<file path="config.mk">
export PLATFORM = sky130hd
export DESIGN_NAME = dhkv_front_flat
export DESIGN_NICKNAME = d
export VERILOG_FILES = /design/src/design/dhkv_pkg.sv /design/src/design/dhkv_if.sv /design/src/design/dhkv_front.sv /design/src/flat_wrapper.sv
export SDC_FILE = /design/constraint.sdc
export NUM_CORES = 2
export LEC_CHECK = 0
export ABC_AREA = 1
export BUFFER_PORTS_ARGS = -buffer_cell sky130_fd_sc_hd__clkbuf_2
export CAP_MARGIN = 5
export CORE_AREA = 5 5 256 258
export DETAILED_ROUTE_END_ITERATION = 12
export DIE_AREA = 0 0 261 263
export GPL_TIMING_DRIVEN = 0
export PLACE_DENSITY = 0.76
export SLEW_MARGIN = 0
export SYNTH_ARGS = -nofsm -noshare
export SYNTH_HDL_FRONTEND = slang
export SYNTH_SLANG_ARGS = --single-unit
</file>
<file path="constraint.sdc">
create_clock -name clk_i -period 7.8 [get_ports clk_i]
set_input_delay 1.56 -clock clk_i [delete_from_list [all_inputs] [get_ports clk_i]]
set_output_delay 1.56 -clock clk_i [all_outputs]
set_load 0.01 [all_outputs]
</file>
<file path="src/design/dhkv_pkg.sv">
package dhkv_pkg;

  localparam logic [1:0] OP_INSERT = 2'd0;
  localparam logic [1:0] OP_SEARCH = 2'd1;
  localparam logic [1:0] OP_DELETE = 2'd2;
  localparam logic [1:0] OP_NONE   = 2'd3;

  localparam logic [1:0] TAG_EMPTY = 2'd0;
  localparam logic [1:0] TAG_LIVE  = 2'd1;
  localparam logic [1:0] TAG_TOMB  = 2'd2;

  localparam logic [2:0] ST_INSERTED = 3'd0;
  localparam logic [2:0] ST_UPDATED  = 3'd1;
  localparam logic [2:0] ST_FOUND    = 3'd2;
  localparam logic [2:0] ST_NOTFOUND = 3'd3;
  localparam logic [2:0] ST_DELETED  = 3'd4;
  localparam logic [2:0] ST_FULL     = 3'd5;

  localparam logic [63:0] FNV_BASIS    = 64'hCBF29CE484222325;
  localparam logic [63:0] FNV_PRIME_LO = 64'h00000000000001B3;
  localparam logic [63:0] DJB_SEED     = 64'd5381;

endpackage

</file>
<file path="src/design/dhkv_if.sv">
interface dhkv_req_if;
  logic        valid;
  logic        ready;
  logic [1:0]  op;
  logic [63:0] key;
  logic [31:0] value;
  modport source (output valid, output op, output key, output value, input ready);
  modport sink (input valid, input op, input key, input value, output ready);
endinterface


</file>
<file path="src/design/dhkv_front.sv">
module dhkv_front import dhkv_pkg::*; #(
  parameter int TABLE_SIZE  = 251,
  parameter int KEY_BYTES   = 8,
  parameter int VALUE_WIDTH = 32,
  parameter int IW = $clog2(TABLE_SIZE),
  parameter int SW = (VALUE_WIDTH < 32) ? VALUE_WIDTH : 32,
  parameter int QW = 2 + 64 + SW + 2 * IW
) (
  input  logic          clk_i,
  input  logic          rst_ni,
  dhkv_req_if.sink      req_i,
  output logic          push_valid_o,
  input  logic          push_ready_i,
  output logic [QW-1:0] push_data_o
);
  localparam int RW = IW + 4;
  localparam int CW = $clog2(KEY_BYTES + 1);

  typedef enum logic [3:0] {
    F_IDLE = 4'b0001,
    F_HASH = 4'b0010,
    F_MOD  = 4'b0100,
    F_PUSH = 4'b1000
  } front_state_e;

  front_state_e   state_q, state_d;
  logic [1:0]     op_q, op_d;
  logic [63:0]    key_q, key_d, sh_q, sh_d, mask_q, mask_d;
  logic [63:0]    fnv_q, fnv_d, djb_q, djb_d, fx;
  logic [SW-1:0]  val_q, val_d;
  logic [CW-1:0]  cnt_q, cnt_d;
  logic [3:0]     mc_q, mc_d;
  logic [IW-1:0]  r1_q, r1_d, r2_q, r2_d;
  logic [7:0]     cb;

  // Reduces x below m, where x is known to be below 16 * m.
  function automatic logic [RW-1:0] red_mod(input logic [RW-1:0] x, input logic [RW-1:0] m);
    logic [RW-1:0] res;
    res = x;
    for (int k = 1; k < 16; k++) begin
      if (x >= RW'(k) * m) begin
        res = x - RW'(k) * m;
      end
    end
    return res;
  endfunction

  assign cb = sh_q[63:56];
  assign fx = fnv_q ^ {56'd0, cb};

  always_comb begin
    state_d = state_q;
    op_d    = op_q;
    key_d   = key_q;
    sh_d    = sh_q;
    mask_d  = mask_q;
    fnv_d   = fnv_q;
    djb_d   = djb_q;
    val_d   = val_q;
    cnt_d   = cnt_q;
    mc_d    = mc_q;
    r1_d    = r1_q;
    r2_d    = r2_q;
    unique case (state_q)
      F_IDLE: begin
        if (req_i.valid) begin
          op_d    = req_i.op;
          key_d   = req_i.key;
          sh_d    = req_i.key;
          val_d   = req_i.value[SW-1:0];
          mask_d  = '0;
          fnv_d   = FNV_BASIS;
          djb_d   = DJB_SEED;
          cnt_d   = '0;
          state_d = F_HASH;
        end
      end
      F_HASH: begin
        if (cb == 8'd0 || cnt_q == CW'(KEY_BYTES)) begin
          r1_d    = '0;
          r2_d    = '0;
          mc_d    = '0;
          state_d = F_MOD;
        end else begin
          fnv_d  = (fx << 40) + fx * FNV_PRIME_LO;
          djb_d  = (djb_q << 5) + djb_q + {56'd0, cb};
          mask_d = {8'hFF, mask_q[63:8]};
          sh_d   = sh_q << 8;
          cnt_d  = cnt_q + CW'(1);
        end
      end
      F_MOD: begin
        r1_d  = IW'(red_mod({r1_q, fnv_q[63:60]}, RW'(TABLE_SIZE)));
        r2_d  = IW'(red_mod({r2_q, djb_q[63:60]}, RW'(TABLE_SIZE - 1)));
        fnv_d = fnv_q << 4;
        djb_d = djb_q << 4;
        mc_d  = mc_q + 4'd1;
        if (mc_q == 4'hF) begin
          state_d = F_PUSH;
        end
      end
      F_PUSH: begin
        if (push_ready_i) begin
          state_d = F_IDLE;
        end
      end
      default: state_d = F_IDLE;
    endcase
  end

  always_ff @(posedge clk_i or negedge rst_ni) begin
    if (!rst_ni) begin
      state_q <= F_IDLE;
    end else begin
      state_q <= state_d;
    end
  end

  always_ff @(posedge clk_i) begin
    op_q   <= op_d;
    key_q  <= key_d;
    sh_q   <= sh_d;
    mask_q <= mask_d;
    fnv_q  <= fnv_d;
    djb_q  <= djb_d;
    val_q  <= val_d;
    cnt_q  <= cnt_d;
    mc_q   <= mc_d;
    r1_q   <= r1_d;
    r2_q   <= r2_d;
  end

  assign req_i.ready  = (state_q == F_IDLE);
  assign push_valid_o = (state_q == F_PUSH);
  assign push_data_o  = {op_q, key_q & mask_q, val_q, r1_q, r2_q + IW'(1)};
endmodule

</file>
<file path="src/flat_wrapper.sv">
// flat-port wrapper written by rule: the top's interface ports become plain ports
module dhkv_front_flat import dhkv_pkg::*;
#(
  parameter int TABLE_SIZE  = 251,
  parameter int KEY_BYTES   = 8,
  parameter int VALUE_WIDTH = 32,
  parameter int IW = $clog2(TABLE_SIZE),
  parameter int SW = (VALUE_WIDTH < 32) ? VALUE_WIDTH : 32,
  parameter int QW = 2 + 64 + SW + 2 * IW
)
  (clk_i, rst_ni, push_valid_o, push_ready_i, push_data_o, req_i_valid, req_i_op, req_i_key, req_i_value, req_i_ready);
  dhkv_req_if req_i_i ();
  input  logic clk_i;
  input  logic rst_ni;
  output logic push_valid_o;
  input  logic push_ready_i;
  output logic [QW-1:0] push_data_o;
  input wire logic [$bits(req_i_i.valid)-1:0] req_i_valid;
  input wire logic [$bits(req_i_i.op)-1:0] req_i_op;
  input wire logic [$bits(req_i_i.key)-1:0] req_i_key;
  input wire logic [$bits(req_i_i.value)-1:0] req_i_value;
  output wire logic [$bits(req_i_i.ready)-1:0] req_i_ready;
  assign req_i_i.valid = req_i_valid;
  assign req_i_i.op = req_i_op;
  assign req_i_i.key = req_i_key;
  assign req_i_i.value = req_i_value;
  assign req_i_ready = req_i_i.ready;
  dhkv_front #(.TABLE_SIZE(TABLE_SIZE), .KEY_BYTES(KEY_BYTES), .VALUE_WIDTH(VALUE_WIDTH), .IW(IW), .SW(SW), .QW(QW)) u_core (.clk_i(clk_i), .rst_ni(rst_ni), .req_i(req_i_i), .push_valid_o(push_valid_o), .push_ready_i(push_ready_i), .push_data_o(push_data_o));
endmodule
</file>
==> results.json <==
{
  "gp_congestion": 0.9902,
  "ys_warn_count": 0,
  "nets": 5230,
  "dieWidth_um": 261,
  "root_buffer": "clkbuf_16",
  "fin_tns_setup_ns": 0,
  "clk_pin_slew_worst_paths_ns": 0.06,
  "via_per_inst": 5.489,
  "fillerInstances": 5626,
  "endpoint_kind": "register",
  "grt_setup_unrepaired": "false",
  "synth_top_cell_area_share_pct": 28.30,
  "hpwlAfterDp_um": 81620,
  "fin_ws_ns": 1.204,
  "yosysSeqAreaShare_pct": 28.59,
  "start_util_pct": 54.47,
  "drtPass1Iterations": 9,
  "synthArstFlopShare_pct": 1.227,
  "ioPinCount": 218,
  "wirelength_um": 99610,
  "synth_top_area_cell": "edfxtp_1",
  "htree_levels": 2,
  "maxCapViolCount": 0,
  "drc_errors": 0,
  "antennaDiodeCount": 0,
  "layout-drive-gt1-share_pct": 8.333,
  "synth_area_sq_mm": 0.03417,
  "drtIter0Drc": 2371,
  "dieHeight_um": 263,
  "overflow": 0,
  "postCtsSetupRepairBufs": 0,
  "fmax_mhz": 151.6,
  "insertion_delay_ns": 0.55,
  "ys_top_cells_by_area": "edfxtp_1, ha_1, fa_1, nand2_1, inv_1",
  "port_buffers": 217,
  "syn_area_per_cell_sq_um": 7.955,
  "ys_types": 62,
  "post-route-period-util_pct": 84.57,
  "cts_tree": "done",
  "place_ws_ns": 1.355,
  "grt_pass1_vias": 29520,
  "slew_headroom_pct": 18.05,
  "ant_nets": 0,
  "grt_pass1_wl_um": 157900,
  "synth_edf_count": 322,
  "worstMarginPinSlew_ns": 1.229,
  "cts_hold_buf": 0,
  "synth_seq_cells": 326,
  "vias": 29810,
  "cp-start-kind": "register",
  "synth_common_cells": "nand2_1, inv_1, a21oi_1, ha_1, edfxtp_1",
  "die-area_sq_mm": 0.06864,
  "finalSetupViolations": 0,
  "path_class": "reg2reg",
  "synth_flop_cell": "edfxtp_1",
  "cp.arrival_ns": 6.84,
  "gr-usage-all-layers_pct": 28.55,
  "hold_viol": 0,
  "cts_inserted_buffers": 36,
  "fin_skew_ns": 0.01735,
  "grt_max_degree": 39,
  "wire_per_inst_um": 18.34,
  "ctsResizeCount": 0,
  "syn_inst": 4296,
  "crit_fanout": 6,
  "synth_fp_nets": 4967,
  "hold_class": "reg2reg",
  "cp.required_ns": 8.04,
  "min_period_ns": 6.596,
  "clock-sinks": 326,
  "clock_path_buffers": 3,
  "rows": 92,
  "syn_to_final_growth_pct": 9.849,
  "synth.most_common_cell": "nand2_1",
  "report.final.slew_viol_count": 0,
  "core_area_sq_mm": 0.06274,
  "status": "completed",
  "antenna_found_initial": 2
}
-- area by class of cell --
class                   instances  area (sq um)  share of cell area (%)
multi-input cells            2974         20580                   54.81
flip-flops and latches        326          9771                   26.03
inverters                     905          3402                   9.063
repair buffers                225          1246                   3.320
well taps                     846          1059                   2.820
clock buffers                  44         930.9                   2.480
plain buffers                  91         454.2                   1.210
clock inverters                19         100.1                  0.2666
-- through the flow --
step | std cells | util [%] | hold WS, ns | cell area (sq um)
after global placement | 5359 | 57.90 | 0.4990 | 36320
after global routing | 5430 | 59.84 | 0.5269 | 37540
after CTS | 5430 | 59.84 | 0.5164 | 37540
final | 5430 | 59.84 | 0.5174 | 37540
after detailed placement | 5367 | 58.19 | 0.5024 | 36510
after floorplan | 4296 | - | 0.4943 | 34180
-- sequential cells by signal, summed over array words and instances (netlist names), 8 cells and up --
signal,flops
u_core.r2_q,8
u_core.r1_q,8
u_core.sh_q,64
u_core.mask_q,8
u_core.djb_q,64
u_core.fnv_q,64
u_core.key_q,64
u_core.val_q,32
-- final timing paths --
path	start	end	slack, ns	depth (start not counted)
setup / recovery	u_core.sh_q[58]	u_core.fnv_q[43]	1.20	25
hold / removal	u_core.sh_q[44]	u_core.sh_q[52]	0.52	2
setup reg to reg	u_core.sh_q[58]	u_core.fnv_q[43]	1.20	25
hold reg to reg	u_core.sh_q[44]	u_core.sh_q[52]	0.52	2
max in group asynchronous	rst_ni	u_core.state_q[0]	6.78	1
min in group asynchronous	rst_ni	u_core.state_q[1]	0.81	1
-- cell families (layout without fill, tap and decap cells) --
| logic type | Yosys count | count (layout) | synth area share, % |
|---|---|---|---|
| AOI/OAI and AO/OA | 831 | 831 | 13.70 |
| adders and majority gates | 569 | 569 | 25.53 |
| xor gates and xnor gates | 154 | 154 | 3.947 |
| buffers and inverters | 996 | 1284 | 11.28 |
| DFF | 326 | 326 | 28.59 |
| and+or+nand+nor | 1420 | 1420 | 16.94 |
-- critical path, stage by stage, from the launching register on --
cell and delay [ns]:
edfxtp_1 0.46, xnor2_1 0.75, inv_1 0.21, ha_1 0.39
xor2_1 0.20, ha_1 0.19, or2_2 0.30, fa_1 0.50
fa_1 0.49, ha_1 0.31, ha_1 0.39, inv_1 0.10
o21bai_1 0.09, nand3_1 0.08, nand2_1 0.08, a21oi_2 0.15
nor2_1 0.07, nor2_2 0.13, inv_1 0.10, a21oi_1 0.34
inv_1 0.13, a21oi_1 0.30, nor2_1 0.13, nor2_1 0.14
xor2_1 0.17, o211ai_1 0.10
-- routing by layer --
metal,routed length [um],vias up,global-route usage [%]
met4,2742,2,7.415
met2,46950,1332,48.19
met1,41800,13860,39.04
met3,8095,178,3.843
met5,20,-,0
li1,-,14440,-
-- cell usage in the layout, fill, tap and decap left out, drive strengths merged, types with 24 or more instances in the layout --
cell,count
nand2,927
inv,900
a21oi,378
ha,355
edfxtp,322
clkbuf,315
nor2,294
o21ai,256
fa,214
nand3,106
xor2,99
a31oi,58
xnor2,55
buf,45
nor3,29
o22ai,26
o21a,25
o211ai,24
Power is not shown: default switching activity piles up to over one toggle a cycle in this logic, so the estimate is an artifact.
