$ cat src/design/dhkv_queue.sv
module dhkv_queue #(
  parameter int WIDTH = 8
) (
  input  logic             clk_i,
  input  logic             rst_ni,
  input  logic             push_valid_i,
  output logic             push_ready_o,
  input  logic [WIDTH-1:0] push_data_i,
  output logic             pop_valid_o,
  input  logic             pop_ready_i,
  output logic [WIDTH-1:0] pop_data_o
);
  logic [WIDTH-1:0] mem_q [2];
  logic             wptr_q, wptr_d, rptr_q, rptr_d;
  logic [1:0]       cnt_q, cnt_d;
  logic             push, pop;

  assign push_ready_o = (cnt_q != 2'd2);
  assign pop_valid_o  = (cnt_q != 2'd0);
  assign pop_data_o   = mem_q[rptr_q];
  assign push = push_valid_i && push_ready_o;
  assign pop  = pop_valid_o && pop_ready_i;

  always_comb begin
    wptr_d = push ? ~wptr_q : wptr_q;
    rptr_d = pop ? ~rptr_q : rptr_q;
    cnt_d  = cnt_q + {1'b0, push} - {1'b0, pop};
  end

  always_ff @(posedge clk_i or negedge rst_ni) begin
    if (!rst_ni) begin
      wptr_q <= 1'b0;
      rptr_q <= 1'b0;
      cnt_q  <= 2'd0;
    end else begin
      wptr_q <= wptr_d;
      rptr_q <= rptr_d;
      cnt_q  <= cnt_d;
    end
  end

  always_ff @(posedge clk_i) begin
    if (push) begin
      mem_q[wptr_q] <= push_data_i;
    end
  end
endmodule

$ cat config.mk
export PLATFORM = sky130hd
export DESIGN_NAME = dhkv_queue
export DESIGN_NICKNAME = d
export VERILOG_FILES = /design/src/design/dhkv_queue.sv
export SDC_FILE = /design/constraint.sdc
export NUM_CORES = 1
export LEC_CHECK = 0
export ABC_AREA = 1
export BUFFER_PORTS_ARGS = -buffer_cell sky130_fd_sc_hd__buf_4
export CAP_MARGIN = 10
export CORE_MARGIN = 1.5
export CORE_UTILIZATION = 49
export CTS_CLUSTER_DIAMETER = 100
export DETAILED_ROUTE_END_ITERATION = 10
export PLACE_DENSITY = 0.75
export SYNTH_ARGS = -nofsm -noshare
export SYNTH_HDL_FRONTEND = slang
export SYNTH_SLANG_ARGS = --single-unit
$ cat constraint.sdc
create_clock -name clk_i -period 1.7 [get_ports clk_i]
set_clock_uncertainty 0.1 [all_clocks]
set_input_delay 0.34 -clock clk_i [delete_from_list [all_inputs] [get_ports clk_i]]
set_output_delay 0.34 -clock clk_i [all_outputs]
set_load 0.01 [all_outputs]
==> results by group, run 1 <==
Clock network
  – CTS sink cnt: 20
  – CTS Buf Count: 3
  – CTS root buffer: clkbuf_4
  – Postcts setup bufs: 0
  – Htree depth: 1
  – TritonCTS clock tree: built
  – CTS max path bufs: 2
  – Clk_lat worst skew: 280 ps
  – Worst-path clk slew: roughly 90 ps

Layout
  – Cell area after layout: around 1000 µm²
  – Layout cells sized above 1: between 30 and 40%
  – Number of fill cells in the layout: 126
  – Ant diodes: 0
  – Most frequent cells in the layout: nand2_1, buf_4, edfxtp_1
  – Multi-input gate area: 200.2 µm²
  – Commonest non-fill, non-tap cell in the layout: nand2_1
  – Register area: a little under 600 µm²
  – Layout area overhead: 25.08%
  – Nets: 114

Worst setup path
  – WS Path Type: reg2out
  – Arrival time worst endpoint: 1170 ps
  – Req. time, crit path: roughly 1300 ps
  – FF-to-FF Start: cnt_q[1]
  – Critical path origin: rptr_q
  – CP Launch Type: register
  – CP Max Fanout: 10
  – Critical Path Sink Type: primary output

GRT
  – GRT overflow: 0
  – Overall routing resource usage: approximately 17%
  – Largest net degree at the start of global routing: 11
  – Vias in the first global route: 572
  – Antenna violations before repair: 0
  – First-pass GRT wire length: 2290 µm

Timing
  – Max Slew Vio Count: 0
  – Hold WS: between 100 and 150 ps
  – Final Hold Fails: 0
  – Setup TNS: 0 ps
  – Final WS setup: 92.81 ps
  – Worst slew margin: between 70% and 80%
  – Final setup fails: 0
  – F_max: just over 0.6 GHz
  – Fin crit share: between 90% and 100%
  – Worst Tran Pin Value: between 300 and 400 ps
  – Crit path time final: approximately 1600 ps
  – RSZ-0062 raised after global routing: false

Flow run
  – Max cap viols: 0

Logic synthesis
  – Synth Register Bits: 20
  – Post-synthesis sequential area ratio: between 70% and 80%
  – Net count after synthesis: 87
  – Post-Syn Area: around 830 µm²
  – Yosys warnings: 0
  – Mapped Avg Cell Area: around 11 µm²
  – Library cells used by synthesis: 12
  – Synthesized instance count: 73

Power
  – Net Sw Power: just under 0.6 mW
  – Pleak: ~0.50 nW
  – Int Pwr: between 1 and 1.5 mW
  – Peak VDD IR: between 1 and 1.5 mV
  – Final total power: 1.649 mW
  – Power per cell area: 1591 nW/µm²
  – Clock share of power: 12.1%
  – Comb power frac: 41.3%
  – Sw frac: 35.48%
  – Sequential Power Share: 46.6%

Floorplan
  – Core box area: approximately 1500 µm²
  – Die Wd: 44.12 µm
  – Std cell rows: 14
  – IO Pins: 22
  – Initial Util: between 50% and 60%
  – Die Y-Extent: between 40 and 50 µm
  – Die area: 1946 µm²

Detailed routing
  – Antenna Nets Post-Route: 0
  – DRC viols: 0
  – Routed via count: ~550
  – DR iter-0 viols: 13
  – Vias per Instance: just under 5
  – DR pass1 iterations: 2
  – Routed len/inst: 11.59 µm
  – Total wire length: ~1300 µm

Placement
  – Final GP Congestion: about 0.84
  – Port Buffers: 21
  – Placed instance area: 1002 µm²
  – Post-place setup slack: ~220 ps
  – HPWL Detailed: 1021 µm

Min path
  – Hold Crit Class: in2reg
  – Min-delay src: push_data_i[2]

Outcome
  – Status: finished clean
-- routing by layer --
metal | vias to the layer above | part of all wire [%] | track usage, %
li1 | 285 | - | -
met1 | 251 | 39 | 16.62
met2 | 15 | 55 | 31.47
met3 | 2 | 5.2 | 5.306
met4 | 0 | 0.91 | 6.061
met5 | - | 0 | 0
-- power groups by stage --
stage / clock (mW) / sequential (mW) / combinational (mW)
6_report: 0.200 / 0.768 / 0.681
5_1_grt: 0.234 / 0.788 / 0.774
4_1_cts: 0.207 / 0.771 / 0.696
3_5_place_dp: 0 / 0.779 / 0.692
3_3_place_gp: 0 / 0.774 / 0.665
2_1_floorplan: 0 / 0.732 / 0.448
-- path summary, 6_finish.rpt --
kind,endpoint,slack (ps),cells after the start
setup / recovery,pop_data_o[2],90,4
hold / removal,mem_q[1][2],140,1
setup reg to reg,cnt_q[1],220,10
hold reg to reg,wptr_q,400,2
max in group asynchronous,rptr_q,1110,2
min in group asynchronous,rptr_q,280,2
-- critical path, stage by stage, from the launching register on --
cell and delay, ps:
dfrtp_2 500, inv_4 130, nand2_1 60, nand2_1 70, buf_4 120
-- sequential cells by signal (all words and copies together) (netlist names) --
name / flops
cnt_q: 2
mem_q: 16
rptr_q: 1
wptr_q: 1
-- cells in the mapped netlist, drive strengths merged --
library cell / count / area, µm²
dfrtp: 4 / 100.1
nor2: 1 / 3.750
buf: 1 / 11.26
nand3: 3 / 15.01
inv: 9 / 36.29
edfxtp: 16 / 480.5
ha: 2 / 25.02
nand2: 37 / 156.4
-- what timing repair did --
item	CTS	global route
hold buffers	1	0
hold endpoints to repair	4	0
resized for setup	1	0
endpoints found under the setup margin	5	0
-- cell type report --
cell class / count / share of cell area (%)
Clock buffer: 3 / 2.174
Inverter: 9 / 3.502
Multi-Input combinational cell: 43 / 19.32
Sequential cell: 20 / 56.16
Tap cell: 16 / 1.932
Timing Repair Buffer: 23 / 16.91
-- cell families after synthesis --
logic type | after synthesis | synth area share (%)
AND/OR/NAND/NOR | 41 | 21.15
adder cells (fa/ha/maj) | 2 | 3.021
buffers and inverters | 10 | 5.741
flip-flops | 20 | 70.09
-- metrics by stage --
stage,utilization [%],std cells
2_1_floorplan,-,73
3_3_place_gp,65.02,110
3_5_place_dp,65.02,110
4_1_cts,67.21,114
5_1_grt,67.21,114
6_report,67.21,114
No activity file was read; power rests on OpenSTA's default activity.
==> run 2: changes to the inputs <==
Settings changed: CORE_UTILIZATION 49 to 30, PLACE_DENSITY 0.75 to 0.5.
==> results by group, run 2 (synthesis gave the netlist of run 1 again) <==
Outcome
  – Status: finished clean (unchanged)

Timing
  – Final setup fails: 0 (unchanged)
  – Worst slew margin: 78.51% (was 78.85%)
  – F_max: 0.6128 GHz (was 0.6222 GHz)
  – Fin crit share: 95.99% (was 94.54%)
  – Final Hold Fails: 0 (unchanged)
  – Worst Tran Pin Value: 322.0 ps (was 317.0 ps)
  – Max Slew Vio Count: 0 (unchanged)
  – Crit path time final: 1632 ps (was 1607 ps)

Floorplan
  – Die Wd: 55.55 µm (was 44.12 µm)
  – Core box area: 2545 µm² (was 1541 µm²)
  – IO Pins: 22 (unchanged)
  – Std cell rows: 18 (was 14)
  – Die Y-Extent: 55.55 µm (was 44.12 µm)
  – Die area: 3085 µm² (was 1946 µm²)
  – Initial Util: 32.55% (was 53.73%)

Clock network
  – TritonCTS clock tree: built (unchanged)
  – CTS max path bufs: 2 (unchanged)
  – CTS sink cnt: 20 (unchanged)
  – Worst-path clk slew: 110 ps (was 90 ps)
  – CTS Buf Count: 3 (unchanged)
  – Clk_lat worst skew: 300 ps (was 280 ps)
  – CTS root buffer: clkbuf_4 (unchanged)
  – Htree depth: 1 (unchanged)

Layout
  – Number of fill cells in the layout: 248 (was 126)
  – Commonest non-fill, non-tap cell in the layout: nand2_1 (unchanged)
  – Most frequent cells in the layout: nand2_1, buf_4, edfxtp_1 (unchanged)
  – Nets: 117 (was 114)
  – Top reg by flops: mem_q (unchanged)
  – Ant diodes: 0 (unchanged)
  – Largest register FFs: 16 (unchanged)
  – Layout cells sized above 1: 36.27% (was 33.67%)
  – Layout area overhead: 35.80% (was 25.08%)
  – Largest registers: mem_q x16, cnt_q x2 (unchanged)
  – Final Non-Filler Cells: 132 (was 114)

Worst setup path
  – FF-to-FF Start: cnt_q[0] (was cnt_q[1])
  – Critical path origin: rptr_q (unchanged)
  – Critical Path Sink Type: primary output (unchanged)
  – WS Path Type: reg2out (unchanged)
  – Worst setup path endpoint: pop_data_o[5] (was pop_data_o[2])
  – Req. time, crit path: 1260 ps (about the same)
  – Flop-to-flop setup slack: 210 ps (was 220 ps)
  – R2R cell count: 10 (unchanged)
  – Arrival time worst endpoint: 1190 ps (was 1170 ps)
  – CP Max Fanout: 4 (was 10)
  – Crit Reg-Reg Endpoint: cnt_q[1] (unchanged)
  – CP Launch Type: register (unchanged)

Power
  – Final total power: 1.935 mW (was 1.649 mW)
  – Peak VDD IR: 0.9712 mV (was 1.002 mV)
  – Power per cell area: 1720 nW/µm² (was 1591 nW/µm²)
  – Pleak: 0.5333 nW (was 0.4993 nW)

GRT
  – Vias in the first global route: 522 (was 572)
  – Antenna violations before repair: 0 (unchanged)
  – Largest net degree at the start of global routing: 13 (was 11)
  – GRT overflow: 0 (unchanged)
  – First-pass GRT wire length: 2256 µm (was 2290 µm)
  – Overall routing resource usage: 10.17% (was 16.58%)

Flow run
  – Max cap viols: 0 (unchanged)

Detailed routing
  – Vias per Instance: 4.242 (was 4.851)
  – Routed len/inst: 10.71 µm (was 11.59 µm)
  – Antenna Nets Post-Route: 0 (unchanged)
  – DR pass1 iterations: 6 (was 2)
  – Routed via count: 560 (was 553)
  – Total wire length: 1414 µm (was 1321 µm)
  – DR iter-0 viols: 9 (was 13)
  – DRC viols: 0 (unchanged)

Min path
  – Hold Crit Class: in2reg (unchanged)

Placement
  – Inst Count DP: 124 (was 110)
  – HPWL Detailed: 987.4 µm (was 1021 µm)
  – Port Buffers: 21 (unchanged)
  – Final GP Congestion: 0.6314 (was 0.8364)
[run 2: critical path: stages, from the launching register on]
cell     delay [ps]
dfrtp_2         480
buf_4           160
nand2_1          50
nand2_1          60
buf_4           140
[run 2: cell type report]
cell class / instances / area, µm² / area share [%]
Sequential cell: 20 / 581.8 / 51.72
Timing Repair Buffer: 26 / 214.0 / 19.02
Multi-Input combinational cell: 43 / 200.2 / 17.80
Inverter: 9 / 38.79 / 3.448
Tap cell: 30 / 37.54 / 3.337
Clock inverter: 1 / 30.03 / 2.670
Clock buffer: 3 / 22.52 / 2.002
[run 2: power breakdown]
part | total [mW] | leakage [nW] | switching (mW) | internal, mW
clock network | 0.386 | 0.0279 | 0.147 | 0.238
logic | 0.795 | 0.310 | 0.418 | 0.377
registers | 0.754 | 0.196 | 0.0718 | 0.683
total | 1.94 | 0.533 | 0.637 | 1.30
[run 2: per-stage QoR]
stage                     util (%)  area [µm²]  setup WS, ps  hold WS, ps  TNS, ps
final                        44.20        1125         68.18        112.9        0
after global routing         44.20        1125        -3.030        93.42   -4.566
after CTS                    42.58        1084         32.11        104.3        0
after detailed placement     40.07        1020         219.9        40.49        0
after global placement       40.07        1020         242.8        39.57        0
after floorplan                  -       828.3         263.5       -55.59        0
[run 2: how the worst min path moves through the flow]
stage,startpoint,cells past startpoint,endpoint
CTS,push_data_i[0],1,mem_q[1][0]
finish,push_data_i[1],1,mem_q[1][1]
global placement,rst_ni,1,wptr_q
detailed placement,rst_ni,1,cnt_q[0]
global route,push_data_i[1],1,mem_q[1][1]
floorplan,rst_ni,0,cnt_q[0]
[run 2: timing repair]
item | in CTS | in global routing
resized for setup | 1 | 3
setup endpoints to repair | 8 | 8
buffers inserted | 0 | 3
hold buffers | 1 | 0
cloned | 0 | 0
hold endpoints to repair | 4 | 0
pin swaps | 0 | 0
[run 2: per-layer routing]
layer | global-route usage (%) | vias to the layer above | routed length (µm)
met5 | 0 | - | 0
met4 | 7.317 | 0 | 33
met3 | 2.810 | 4 | 56
met2 | 16.50 | 14 | 684
met1 | 11.39 | 252 | 640
li1 | - | 290 | -
==> run 3: changes to the inputs <==
--- a/config.mk
+++ b/config.mk
@@ -13,5 +13,4 @@
 export CTS_CLUSTER_DIAMETER = 100
 export DETAILED_ROUTE_END_ITERATION = 10
-export PLACE_DENSITY = 0.5
 export SYNTH_ARGS = -nofsm -noshare
 export SYNTH_HDL_FRONTEND = slang
==> constraint.sdc (replaced) <==
create_clock -name clk_i -period 1.7 [get_ports clk_i]
set_clock_uncertainty 0.1 [all_clocks]
set_input_delay 0.255 -clock clk_i [delete_from_list [all_inputs] [get_ports clk_i]]
set_output_delay 0.255 -clock clk_i [all_outputs]
set_load 0.01 [all_outputs]
==> results by group, run 3 (synthesis gave the netlist of run 1 again) <==
Worst setup path
  – Crit Reg-Reg Endpoint: cnt_q[1] (unchanged)
  – Flop-to-flop setup slack: 200 ps (was 210 ps)
  – Critical Path Sink Type: primary output (unchanged)
  – CP Launch Type: register (unchanged)
  – R2R cell count: 10 (unchanged)
  – Worst setup path endpoint: pop_data_o[7] (was pop_data_o[5])
  – Req. time, crit path: 1340 ps (was 1260 ps)
  – CP Max Fanout: 10 (was 4)
  – WS Path Type: reg2out (unchanged)
  – FF-to-FF Start: cnt_q[1] (was cnt_q[0])
  – Arrival time worst endpoint: 1180 ps (was 1190 ps)
  – Critical path origin: rptr_q (unchanged)

Detailed routing
  – Routed via count: 546 (was 560)
  – Vias per Instance: 4.233 (was 4.242)
  – DR pass1 iterations: 4 (was 6)
  – DRC viols: 0 (unchanged)
  – DR iter-0 viols: 8 (was 9)
  – Total wire length: 1362 µm (was 1414 µm)
  – Routed len/inst: 10.56 µm (was 10.71 µm)
  – Antenna Nets Post-Route: 0 (unchanged)

Timing
  – Worst slew margin: 77.01% (was 78.51%)
  – Final setup fails: 0 (unchanged)
  – Worst Tran Pin Value: 344.5 ps (was 322.0 ps)
  – Setup TNS: 0 ps (unchanged)
  – Final Hold Fails: 0 (unchanged)
  – Final WS setup: 167.9 ps (was 68.18 ps)
  – Max Slew Vio Count: 0 (unchanged)
  – F_max: 0.6527 GHz (was 0.6128 GHz)
  – Hold WS: 28.64 ps (was 112.9 ps)
  – Fin crit share: 90.13% (was 95.99%)
  – RSZ-0062 raised after global routing: false
  – Crit path time final: 1532 ps (was 1632 ps)

Layout
  – Layout area overhead: 30.82% (was 35.80%)
  – Largest registers: mem_q x16, cnt_q x2 (unchanged)
  – Most frequent cells in the layout: nand2_1, buf_4, edfxtp_1 (unchanged)
  – Layout cells sized above 1: 34.34% (was 36.27%)
  – Largest register FFs: 16 (unchanged)
  – Nets: 114 (was 117)
  – Commonest non-fill, non-tap cell in the layout: nand2_1 (unchanged)
  – Ant diodes: 0 (unchanged)
  – Top reg by flops: mem_q (unchanged)
  – Cell area after layout: 1084 µm² (was 1125 µm²)
  – Number of fill cells in the layout: 243 (was 248)

Clock network
  – Clk_lat worst skew: 300 ps (about the same)
  – CTS Buf Count: 3 (unchanged)
  – CTS sink cnt: 20 (unchanged)
  – CTS root buffer: clkbuf_4 (unchanged)
  – Postcts setup bufs: 0 (unchanged)
  – CTS max path bufs: 2 (unchanged)
  – Worst-path clk slew: 120 ps (was 110 ps)
  – Htree depth: 1 (unchanged)
  – TritonCTS clock tree: built (unchanged)

Min path
  – Hold Crit Class: in2reg (unchanged)

Placement
  – HPWL Detailed: 1014 µm (was 987.4 µm)
  – Final GP Congestion: 0.6660 (was 0.6314)
  – Post-place setup slack: 199.7 ps (was 219.9 ps)
  – Placed instance area: 1020 µm² (unchanged)
  – Port Buffers: 21 (unchanged)

Power
  – Power per cell area: 1692 nW/µm² (was 1720 nW/µm²)
  – Pleak: 0.5134 nW (was 0.5333 nW)
  – Peak VDD IR: 0.7593 mV (was 0.9712 mV)
  – Final total power: 1.834 mW (was 1.935 mW)

GRT
  – Vias in the first global route: 563 (was 522)
  – Overall routing resource usage: 9.748% (was 10.17%)
  – First-pass GRT wire length: 2277 µm (was 2256 µm)
  – Largest net degree at the start of global routing: 13 (unchanged)
  – GRT overflow: 0 (unchanged)
  – Antenna violations before repair: 0 (unchanged)

Floorplan
  – Initial Util: 32.55% (unchanged)
  – Die area: 3085 µm² (unchanged)
  – Die Wd: 55.55 µm (unchanged)
  – Core box area: 2545 µm² (unchanged)
  – Std cell rows: 18 (unchanged)
  – Die Y-Extent: 55.55 µm (unchanged)
  – IO Pins: 22 (unchanged)

Flow run
  – Max cap viols: 0 (unchanged)

Outcome
  – Status: finished clean (unchanged)
## run 3: cell count changes in the layout (fill, tap and decap cells not counted), sizes merged
cell | previous run | this run
clkinv | 1 | 0
inv | 8 | 9
buf | 25 | 22
## run 3: per-layer routing
metal	track usage, %	routed length [µm]	part of all wire [%]	vias to the layer above
met5	0	0	0	-
met4	2.091	0	0	0
met3	4.215	67	4.9	0
met2	17.01	706	52	16
met1	11.01	588	43	249
li1	-	-	-	281
## run 3: critical path, stage by stage (launching register included)
cell,delay [ps]
dfrtp_2,510
inv_4,140
nand2_1,60
nand2_1,60
buf_4,110
## run 3: area by class of cell
type	instances	area (µm²)	area share [%]
well taps	30	37.54	3.464
inverters	9	36.28	3.349
flip-flops and latches	20	581.8	53.70
repair buffers	23	175.2	16.17
clock buffers	3	22.52	2.079
clock inverters	1	30.03	2.771
multi-input cells	43	200.2	18.48
## run 3: per-stage QoR
| stage | util [%] | instances |
|---|---|---|
| 2_1_floorplan | - | 73 |
| 3_3_place_gp | 40.07 | 124 |
| 3_5_place_dp | 40.07 | 124 |
| 4_1_cts | 42.53 | 129 |
| 5_1_grt | 42.58 | 129 |
| 6_report | 42.58 | 129 |
## run 3: worst min-delay path by stage
| stage | depth (start not counted) | end | slack, ps | from |
|---|---|---|---|---|
| after floorplan | 0 | cnt_q[0] | -140 | rst_ni |
| after global placement | 1 | wptr_q | -40 | rst_ni |
| after detailed placement | 1 | wptr_q | -40 | rst_ni |
| after CTS | 1 | mem_q[1][1] | 20 | push_data_i[1] |
| after global routing | 1 | mem_q[1][4] | 4 | push_data_i[4] |
| final | 1 | mem_q[0][1] | 30 | push_data_i[1] |
## run 3: timing repair
item                                    in CTS  in global routing
endpoints found under the hold margin        4                  0
hold buffers                                 1                  0
endpoints found under the setup margin       0                  8
resized for setup                            0                  1
## run 3: power by group
group | switching [mW] | internal, mW | total (mW)
Sequential | 0.0869 | 0.683 | 0.769
Combinational | 0.384 | 0.300 | 0.684
Clock | 0.142 | 0.238 | 0.380
Total | 0.613 | 1.22 | 1.83
